[src/sv/rrjs_pkg.sv]
// ----------------------------------------------------------------------------
// rrjs_pkg
// Shared types, codes and helpers of the round-robin job scheduler.
// ----------------------------------------------------------------------------
package rrjs_pkg;

  // queue geometry
  localparam int unsigned QUEUE_DEPTH = 64;
  localparam int unsigned PTR_W       = (QUEUE_DEPTH > 1) ? $clog2(QUEUE_DEPTH) : 1;
  localparam int unsigned OCC_W       = $clog2(QUEUE_DEPTH + 1);

  // field widths
  localparam int unsigned ID_W    = 8;
  localparam int unsigned TIME_W  = 16;
  localparam int unsigned ENTRY_W = ID_W + TIME_W;

  // configuration port
  localparam int unsigned PADDR_W = 3;
  localparam int unsigned PDATA_W = 32;
  localparam logic        REG_IDX_QUANTUM = 1'b0;
  localparam logic [TIME_W-1:0] QUANTUM_RESET = TIME_W'(4);

  // input item kind
  typedef enum logic {
    CMD_ADD      = 1'b0,
    CMD_DISPATCH = 1'b1
  } cmd_e;

  // result status
  typedef enum logic [1:0] {
    ST_ADDED = 2'd0,
    ST_FULL  = 2'd1,
    ST_SLICE = 2'd2,
    ST_EMPTY = 2'd3
  } status_e;

  // controller states
  typedef enum logic {
    S_IDLE = 1'b0,
    S_EXEC = 1'b1
  } ctrl_state_e;

  // controller to datapath commands
  typedef struct packed {
    logic load;   // capture input beat and read head entry
    logic exec;   // update queue and load output register
  } ctrl_cmd_t;

  // datapath to controller status
  typedef struct packed {
    logic out_free;  // output register can take a new result
  } dp_stat_t;

  // circular pointer advance
  function automatic logic [PTR_W-1:0] next_ptr(input logic [PTR_W-1:0] ptr);
    logic [PTR_W-1:0] res;
    if (ptr == PTR_W'(QUEUE_DEPTH - 1)) begin
      res = '0;
    end else begin
      res = ptr + PTR_W'(1);
    end
    return res;
  endfunction

endpackage

[src/sv/rrjs_ctrl.sv]
// ----------------------------------------------------------------------------
// rrjs_ctrl
// Sequencer: takes one input beat, then retires it into the output register.
// ----------------------------------------------------------------------------
module rrjs_ctrl
  import rrjs_pkg::*;
(
  input  logic      clk_i,
  input  logic      rst_ni,
  input  logic      in_valid_i,
  output logic      in_ready_o,
  input  dp_stat_t  stat_i,
  output ctrl_cmd_t cmd_o
);

  ctrl_state_e state_q, state_d;

  // state register
  always_ff @(posedge clk_i or negedge rst_ni) begin
    if (!rst_ni) begin
      state_q <= S_IDLE;
    end else begin
      state_q <= state_d;
    end
  end

  // next state and commands
  always_comb begin
    state_d    = state_q;
    in_ready_o = 1'b0;
    cmd_o      = '0;
    case (state_q)
      S_IDLE: begin
        in_ready_o = 1'b1;
        if (in_valid_i) begin
          cmd_o.load = 1'b1;
          state_d    = S_EXEC;
        end
      end
      S_EXEC: begin
        if (stat_i.out_free) begin
          cmd_o.exec = 1'b1;
          state_d    = S_IDLE;
        end
      end
      default: begin
        state_d = S_IDLE;
      end
    endcase
  end

endmodule

[src/sv/rrjs_dpath.sv]
// ----------------------------------------------------------------------------
// rrjs_dpath
// Job queue memory, pointers, slice arithmetic and output register.
// ----------------------------------------------------------------------------
module rrjs_dpath
  import rrjs_pkg::*;
(
  input  logic              clk_i,
  input  logic              rst_ni,
  input  ctrl_cmd_t         cmd_i,
  output dp_stat_t          stat_o,
  input  logic              in_cmd_i,
  input  logic [ID_W-1:0]   in_job_id_i,
  input  logic [TIME_W-1:0] in_run_time_i,
  input  logic [TIME_W-1:0] quantum_i,
  output logic              out_valid_o,
  input  logic              out_ready_i,
  output logic [1:0]        out_status_o,
  output logic [ID_W-1:0]   out_slice_job_o,
  output logic [TIME_W-1:0] out_slice_time_o,
  output logic              out_finished_o
);

  logic [ENTRY_W-1:0] mem_q [QUEUE_DEPTH];
  logic [ENTRY_W-1:0] rd_q;

  logic               cmd_q;
  logic [ID_W-1:0]    id_q;
  logic [TIME_W-1:0]  rt_q;

  logic [PTR_W-1:0]   head_q, head_d;
  logic [PTR_W-1:0]   tail_q, tail_d;
  logic [OCC_W-1:0]   occ_q, occ_d;

  logic               out_valid_q, out_valid_d;
  status_e            status_q, status_d;
  logic [ID_W-1:0]    sjob_q, sjob_d;
  logic [TIME_W-1:0]  stime_q, stime_d;
  logic               fin_q, fin_d;

  logic               wr_en;
  logic [ENTRY_W-1:0] wr_data;
  logic               q_full;
  logic               q_empty;
  logic [ID_W-1:0]    hd_id;
  logic [TIME_W-1:0]  hd_time;

  assign stat_o.out_free = !out_valid_q || out_ready_i;

  // input capture and head read
  always_ff @(posedge clk_i) begin
    if (cmd_i.load) begin
      cmd_q <= in_cmd_i;
      id_q  <= in_job_id_i;
      rt_q  <= in_run_time_i;
      rd_q  <= mem_q[head_q];
    end
  end

  // queue memory write port
  always_ff @(posedge clk_i) begin
    if (wr_en) begin
      mem_q[tail_q] <= wr_data;
    end
  end

  assign q_full  = (occ_q == OCC_W'(QUEUE_DEPTH));
  assign q_empty = (occ_q == '0);
  assign hd_id   = rd_q[ID_W-1:0];
  assign hd_time = rd_q[ENTRY_W-1:ID_W];

  // queue update and result
  always_comb begin
    head_d   = head_q;
    tail_d   = tail_q;
    occ_d    = occ_q;
    wr_en    = 1'b0;
    wr_data  = {rt_q, id_q};
    status_d = ST_ADDED;
    sjob_d   = '0;
    stime_d  = '0;
    fin_d    = 1'b0;
    case (cmd_e'(cmd_q))
      CMD_ADD: begin
        if (q_full) begin
          status_d = ST_FULL;
        end else begin
          status_d = ST_ADDED;
          wr_en    = 1'b1;
          tail_d   = next_ptr(tail_q);
          occ_d    = occ_q + OCC_W'(1);
        end
      end
      CMD_DISPATCH: begin
        if (q_empty) begin
          status_d = ST_EMPTY;
        end else begin
          status_d = ST_SLICE;
          sjob_d   = hd_id;
          head_d   = next_ptr(head_q);
          if (hd_time > quantum_i) begin
            // unfinished job goes back to the tail
            stime_d = quantum_i;
            wr_en   = 1'b1;
            wr_data = {hd_time - quantum_i, hd_id};
            tail_d  = next_ptr(tail_q);
          end else begin
            stime_d = hd_time;
            fin_d   = 1'b1;
            occ_d   = occ_q - OCC_W'(1);
          end
        end
      end
      default: begin
        status_d = ST_ADDED;
      end
    endcase
    if (!cmd_i.exec) begin
      head_d = head_q;
      tail_d = tail_q;
      occ_d  = occ_q;
      wr_en  = 1'b0;
    end
  end

  // pointer and occupancy registers
  always_ff @(posedge clk_i or negedge rst_ni) begin
    if (!rst_ni) begin
      head_q <= '0;
      tail_q <= '0;
      occ_q  <= '0;
    end else begin
      head_q <= head_d;
      tail_q <= tail_d;
      occ_q  <= occ_d;
    end
  end

  // output register valid
  always_comb begin
    if (cmd_i.exec) begin
      out_valid_d = 1'b1;
    end else if (out_ready_i) begin
      out_valid_d = 1'b0;
    end else begin
      out_valid_d = out_valid_q;
    end
  end

  always_ff @(posedge clk_i or negedge rst_ni) begin
    if (!rst_ni) begin
      out_valid_q <= 1'b0;
    end else begin
      out_valid_q <= out_valid_d;
    end
  end

  // output register payload
  always_ff @(posedge clk_i) begin
    if (cmd_i.exec) begin
      status_q <= status_d;
      sjob_q   <= sjob_d;
      stime_q  <= stime_d;
      fin_q    <= fin_d;
    end
  end

  assign out_valid_o      = out_valid_q;
  assign out_status_o     = status_q;
  assign out_slice_job_o  = sjob_q;
  assign out_slice_time_o = stime_q;
  assign out_finished_o   = fin_q;

endmodule

[src/sv/round_robin_job_scheduler.sv]
// A beat is captured at its accepting edge and its result is loaded into the
// output register, raising m_axis_tvalid, once that register is free.
// Each beat takes an accept step with the queue memory read, then a queue
// update step; the next beat is taken while a result waits downstream.
// Reset: rst_ni clears queue pointers, occupancy, control state and sets the
// quantum to 4; queue memory contents are not cleared and need no sweep.
// ----------------------------------------------------------------------------
// round_robin_job_scheduler
// Round-robin time-slice scheduler over a circular job queue.
// ----------------------------------------------------------------------------
module round_robin_job_scheduler
  import rrjs_pkg::*;
(
  input  logic               clk_i,
  input  logic               rst_ni,
  // input stream
  input  logic               s_axis_tvalid,
  output logic               s_axis_tready,
  input  logic [23:0]        s_axis_tdata,   // [7:0] job_id, [23:8] run_time
  input  logic [0:0]         s_axis_tuser,   // [0] cmd
  // result stream
  output logic               m_axis_tvalid,
  input  logic               m_axis_tready,
  output logic [31:0]        m_axis_tdata,   // [7:0] slice_job, [23:8] slice_time,
                                             // [24] finished, [31:25] zero
  output logic [1:0]         m_axis_tuser,   // [1:0] status
  // configuration port
  input  logic               psel,
  input  logic               penable,
  input  logic               pwrite,
  input  logic [PADDR_W-1:0] paddr,
  input  logic [PDATA_W-1:0] pwdata,
  output logic [PDATA_W-1:0] prdata,
  output logic               pready
);

  ctrl_cmd_t         ctrl_cmd;
  dp_stat_t          dp_stat;
  logic [TIME_W-1:0] quantum_q;
  logic              reg_sel;
  logic [ID_W-1:0]   slice_job;
  logic [TIME_W-1:0] slice_time;
  logic              finished;

  // configuration register
  assign pready  = 1'b1;
  assign reg_sel = (paddr[2] == REG_IDX_QUANTUM);

  always_ff @(posedge clk_i or negedge rst_ni) begin
    if (!rst_ni) begin
      quantum_q <= QUANTUM_RESET;
    end else if (psel && penable && pwrite && pready && reg_sel) begin
      quantum_q <= pwdata[TIME_W-1:0];
    end
  end

  assign prdata = reg_sel ? PDATA_W'(quantum_q) : '0;

  rrjs_ctrl u_ctrl (
    .clk_i      (clk_i),
    .rst_ni     (rst_ni),
    .in_valid_i (s_axis_tvalid),
    .in_ready_o (s_axis_tready),
    .stat_i     (dp_stat),
    .cmd_o      (ctrl_cmd)
  );

  rrjs_dpath u_dpath (
    .clk_i            (clk_i),
    .rst_ni           (rst_ni),
    .cmd_i            (ctrl_cmd),
    .stat_o           (dp_stat),
    .in_cmd_i         (s_axis_tuser[0]),
    .in_job_id_i      (s_axis_tdata[ID_W-1:0]),
    .in_run_time_i    (s_axis_tdata[ENTRY_W-1:ID_W]),
    .quantum_i        (quantum_q),
    .out_valid_o      (m_axis_tvalid),
    .out_ready_i      (m_axis_tready),
    .out_status_o     (m_axis_tuser),
    .out_slice_job_o  (slice_job),
    .out_slice_time_o (slice_time),
    .out_finished_o   (finished)
  );

  // pack result beat
  assign m_axis_tdata = {7'd0, finished, slice_time, slice_job};

endmodule

[config.mk]
export PLATFORM = sky130hd
export DESIGN_NAME = round_robin_job_scheduler
export DESIGN_NICKNAME = d
export VERILOG_FILES = /design/src/sv/rrjs_pkg.sv /design/src/sv/rrjs_ctrl.sv /design/src/sv/rrjs_dpath.sv /design/src/sv/round_robin_job_scheduler.sv
export SDC_FILE = /design/constraint.sdc
export NUM_CORES = 2
export LEC_CHECK = 0
export BUFFER_PORTS_ARGS = -buffer_cell sky130_fd_sc_hd__buf_2
export CORE_MARGIN = 4
export CORE_UTILIZATION = 52
export CTS_BUF_LIST = sky130_fd_sc_hd__clkbuf_8
export CTS_CLUSTER_SIZE = 40
export DETAILED_ROUTE_END_ITERATION = 12
export HOLD_SLACK_MARGIN = 0.02
export PLACE_DENSITY_LB_ADDON = 0.08
export SLEW_MARGIN = 20
export SYNTH_ARGS = -nofsm -noshare
export SYNTH_HDL_FRONTEND = slang
export SYNTH_HIERARCHICAL = 1
export SYNTH_SLANG_ARGS = --single-unit
export TNS_END_PERCENT = 20
[constraint.sdc]
create_clock -name clk_i -period 6.1 [get_ports clk_i]
set_input_delay 0.915 -clock clk_i [delete_from_list [all_inputs] [get_ports clk_i]]
set_output_delay 0.915 -clock clk_i [all_outputs]
set_load 0.05 [all_outputs]
# Word level (Yosys, flattened, before mapping)
# Memory sizes are Yosys's and may differ from the RTL's. A register that Yosys moved wholly into a read port is not among the register bits.
# Index checks and enable logic that the tools add are counted.
# W data, S select, Z words.
# totals
inputBits,67
reg_bits,89
wordCells,77
memories,1
ram_bits,1536
out_inout_bits,69
# op_classes
eq_ne,7
reduce_logical,11
n_addsub,5
n_mux,35
order_cmp,1
n_bitwise,4
# mem_list
memory,words,width,rd,rd_clocked_by_memory_dff,write_ports,line_no,text
u_dpath.mem_q,64,24,1,1,1,rrjs_dpath.sv:24,logic [ENTRY_W-1:0] mem_q [QUEUE_DEPTH];
# ops
cell,count
$mux W24,3
$mux W16,2
$mux W6,5
$mux W7,3
$mux W1,17
$gt A16 B16 Y1,1
$sub A16 B16 Y16,1
$pmux W7 S2,1
$add A6 B1 Y6 const B,2
$eq A6 B6 Y1 const B,2
$pmux W6 S2,1
$ne A2 B2 Y1 const B,4
$reduce_and A4 Y1,2
$add A7 B1 Y7 const B,1
$eq A7 B7 Y1 const B,1
$logic_not A7 Y1,1
$sub A7 B1 Y7 const B,1
$not A1 Y1,4
$pmux W1 S2,2
$pmux W2 S2,1
$logic_and A1 B1 Y1,3
$reduce_and A3 Y1,1
$reduce_bool A2 Y1,1
$reduce_or A2 Y1,1
2 further kinds,2

# Depth between registers and ports, before layout
# logic_depth
word_depth,7
mapped_depth,11
depth_no_buf,9

# Hierarchy
# The synthesis kept the hierarchy.
# by_module_without_submodules
module,seq_area_each_um2,cells_per_inst,area_each_um2,instances
rrjs_dpath,48906.9,2815,63746.1,1
round_robin_job_scheduler,401.6,78,960.9,1
rrjs_ctrl,25.0,6,53.8,1

# Worst setup path before layout
# Ideal clock, no wire load.
# synth_timing
kind,reg-to-reg
start,reg quantum_q[2]
end,"mem u_dpath/mem_q[0][22] (netlist name), data pin"
path_stages_with_launch,9
path_buffers,0
path_slack_ns,0.758
setup_time_ns,0.720
synth_period_minus_slack_ns,5.342
required_ns,5.380
arrival_time_ns,4.623
cell_sequence,dfstp_2 -> inv_1 -> ha_1 -> nor2b_1 -> o31a_1 -> o21a_1 -> a31oi_1 -> mux2i_1 -> o31ai_1
# synth_via
elab_chain_cells,4
word_cells_on_any_way,5
classes_between,add/sub: 1; order compare: 1; mux: 3
# synth_lines
item,line_no,text
start: declaration,round_robin_job_scheduler.sv:39,logic [TIME_W-1:0] quantum_q;
start signal: assignment,round_robin_job_scheduler.sv:53,quantum_q <= pwdata[TIME_W-1:0];
$sub A16 B16 Y16 or $gt A16 B16 Y1 (tied branches),"rrjs_dpath.sv:105, rrjs_dpath.sv:101",
$mux W24 (*),rrjs_dpath.sv:101,if (hd_time > quantum_i) begin
$mux W24 (*),rrjs_dpath.sv:95,if (q_empty) begin
$mux W24 (*),rrjs_dpath.sv:83,case (cmd_e'(cmd_q))
net u_dpath.wr_data[22],rrjs_dpath.sv:42,logic [ENTRY_W-1:0] wr_data;
end: declaration,rrjs_dpath.sv:24,
# Mark *: on every way through the listed nets, which the timed path passes. The rest lies on a longest branch.

# Worst setup path in the final report
# layout_timing
start,reg quantum_q[11]
end,"mem u_dpath/mem_q[57][18] (netlist name), data pin"
# layout_via
elab_chain_cells,4
# layout_lines
item,line_no
$gt A16 B16 Y1,rrjs_dpath.sv:101
$mux W24,rrjs_dpath.sv:101
$mux W24,rrjs_dpath.sv:95
$mux W24,rrjs_dpath.sv:83
net u_dpath.wr_data[18],rrjs_dpath.sv:42
# The timed path passes the listed nets, and every way through them passes these cells.

==> results.py <==
metrics = {
    "worst_setup_path": {
        "r2r-start": "quantum_q[11]",
        "cp_max_fo": 56,
        "reg2reg_depth": 10,
        "crit_arrival_ps": 5140,
        "r2r_slack_ps": 1560,
        "worst_setup_path_start_kind": "flop",
        "path_class": "reg2reg",
        "rr_endpoint": "u_dpath/mem_q[57][18]",
        "worstPathRequired_ps": 6700,
        "critPathCaptureType": "flop",
    },
    "die": {
        "die-width_um": 361,
        "die_h_um": 361,
        "rows": 129,
        "start_util_pct": 52.4,
        "die-area_um2": 130000,
        "num_io_pins": 136,
        "core_area_um2": 124000,
    },
    "logic_synthesis": {
        "ys_warn_count": 6,
        "synth_edf_count": 1612,
        "ys_seq_area_share_pct": 76.2,
        "synth_cell_types": 66,
        "synth-async-reset-ratio_pct": 2.24,
        "ys_top_cells_by_area": "edfxtp_1 (75%), mux4_2 (16%), dfrtp_1 (1.4%), mux2i_1 (0.87%), mux2_2 (0.70%)",
        "syn_area_um2": 64800,
        "avgSynthCellArea_um2": 22.3,
        "synthFlopType": "edfxtp_1",
        "synth_cells": 2899,
        "yosys.area.top_type": "edfxtp_1",
        "synth-seq-cells": 1649,
        "synth_top_area_share_pct": 74.7,
    },
    "detailed_routing": {
        "ant_nets": 0,
        "totalWireLength_um": 161000,
        "avgViaCountPerCell": 6.18,
        "drtPass1Iterations": 5,
        "drc": 0,
        "num_vias": 31300,
        "drt_iter0_markers": 3297,
        "drt-wirelength-per-cell_um": 31.7,
    },
    "global_route": {
        "grt_usage_pct": 24.9,
        "grt_antenna_before_repair": 11,
        "overflow": 0,
        "grt_max_degree": 125,
        "grt_pass1_vias": 32600,
        "grt_pass1_wl_um": 232000,
    },
    "layout": {
        "drive_gt1_share_pct": 33.3,
        "stdcell_area_um2": 72800,
        "register_area_um2": 49300,
        "nets": 3341,
        "num-fill-cells": 8914,
        "syn_to_final_growth_pct": 12.5,
        "final_cell_mix": "edfxtp_1 (1612), mux4_2 (452), clkbuf_8 (296)",
        "multi_input_comb_area_um2": 15000,
        "final-instance-count-excl-fill": 5070,
        "layout_commonest_cell": "edfxtp_1",
    },
    "timing": {
        "tns_ps": 0,
        "fin_worst_skew_ps": 49.3,
        "post-route-period-util_pct": 74.4,
        "rsz0062_at_grt": "false",
        "max_slew_margin_pct": 18.6,
        "hold_violations": 0,
        "holdWs_ps": 143,
        "max_freq_mhz": 220,
        "setup_violations": 0,
        "period_needed_ps": 4540,
        "tightest_slew_ps": 1220,
        "maxSlewViolCount": 0,
    },
    "cts": {
        "cts_setup_buffers": 0,
        "cts_resized": 0,
        "clk_latency_ps": 960,
        "clock-sinks": 1649,
        "clockBufferDepth": 4,
        "cts-root-buf": "clkbuf_8",
        "cts_hold_buf": 0,
        "h-tree-depth": 5,
        "cts_buffers": 283,
        "cts_tree": "done",
        "clk_pin_slew_ps": 60,
    },
    "placement": {
        "dp_hpwl_um": 91000,
        "dp.cells": 4601,
        "routabilityCongestion": 0.861,
        "place_area_um2": 67900,
        "io_buffers": 93,
    },
    "pwr": {
        "p_leak_nw": 23.7,
        "p_per_area_nw_per_um2": 504,
        "ir_worst_vdd_v": 0.000393,
    },
    "job": {
        "cap_violations": 0,
    },
    "status": {
        "status": "complete, no violations",
    },
    "worst_hold_path": {
        "min_path_type": "in2async",
    },
}
-- worst max-delay path by stage --
stage / endpoint / cells past startpoint / slack [ps] / start
after floorplan: u_dpath/mem_q[0][22] / 8 / 760 / quantum_q[2]
after global placement: u_dpath/mem_q[16][16] / 10 / 1760 / quantum_q[11]
after detailed placement: u_dpath/mem_q[18][16] / 10 / 1680 / quantum_q[11]
after CTS: u_dpath/mem_q[19][16] / 10 / 1640 / quantum_q[11]
after global routing: u_dpath/mem_q[4][16] / 10 / 1370 / quantum_q[11]
final: u_dpath/mem_q[57][18] / 10 / 1560 / quantum_q[11]
-- critical path, stage by stage, from the launching register on --
cell and delay, ps:
dfrtp_1 390, inv_1 60, ha_1 460, a21o_1 240, a31oi_1 200, o221ai_1 350, o21ai_4 950, buf_4 470
nand2_1 150, o21ai_4 170, buf_4 580
-- cells by family (layout without fill, tap and decap cells) --
kind of cell | count (synthesis) | in the layout | share of synthesized area (%)
other | 2 | 28 | 0.0116
DFF | 1649 | 1649 | 76.2
xor gates and xnor gates | 17 | 17 | 0.230
buffers and inverters | 205 | 713 | 1.57
and+or+nand+nor | 266 | 266 | 2.05
muxes | 558 | 558 | 17.5
adders and majority gates | 25 | 25 | 0.506
AOI/OAI and AO/OA | 177 | 177 | 1.94
-- registers in the layout (all words and copies together) (netlist names) --
name and cells:
u_dpath/rd_q 24, u_dpath/rt_q 16, u_dpath/out_slice_time_o 16, u_dpath/out_valid_o 1, u_dpath/out_finished_o 1, quantum_q 16
u_dpath/out_slice_job_o 8, u_dpath/mem_q 1536, u_dpath/tail_q 6, u_dpath/occ_q 7, u_ctrl/state_q 1, u_dpath/out_status_o 2
u_dpath/head_q 6, u_dpath/cmd_q 1, u_dpath/id_q 8
-- per-stage QoR --
| stage | utilization [%] | total power, mW | worst slack (ps) |
|---|---|---|---|
| final | 58.9 | 36.7 | 1560 |
| after global routing | 58.9 | 38.3 | 1370 |
| after CTS | 58.9 | 37.1 | 1640 |
| after detailed placement | 54.9 | 28.3 | 1680 |
| after global placement | 54.9 | 27.9 | 1760 |
| after floorplan | - | 23.4 | 758 |
-- synthesized netlist by cell type, types with 12 or more instances --
library cell / instances
mux2_2: 40
edfxtp_1: 1612
buf_1: 17
clkbuf_1: 65
dfrtp_1: 36
buf_4: 36
mux2i_1: 56
nor2_1: 96
nor2b_1: 57
mux4_2: 452
ha_1: 23
a211oi_1: 42
inv_1: 29
nand2_1: 48
xnor2_1: 12
buf_2: 51
o21ai_0: 44
a21oi_1: 17
-- cell type report --
type	instances	share of cell area [%]
tap	1637	2.81
antenna	4	0.0137
sequential	1649	67.7
multi-input combinational	1067	20.5
clock buffer	296	5.59
inverter	29	0.149
timing repair buffer	219	2.04
clock inverter	169	1.10
-- routing by layer --
metal  part of all wire, %  track usage, %  up-vias
met2                    49            40.2     1388
li1                      -               -    12900
met1                    40            34.6    16800
met3                   7.8            5.38      246
met5                 0.019               0        -
met4                   2.8            7.90        4
-- report_power, final --
group	total (mW)	switching [mW]	internal [mW]
Combinational	12.5	7.93	4.53
Clock	8.79	4.14	4.65
Sequential	15.5	0.497	15.0
Total	36.7	12.6	24.2
(Power assumes the default switching activity.)
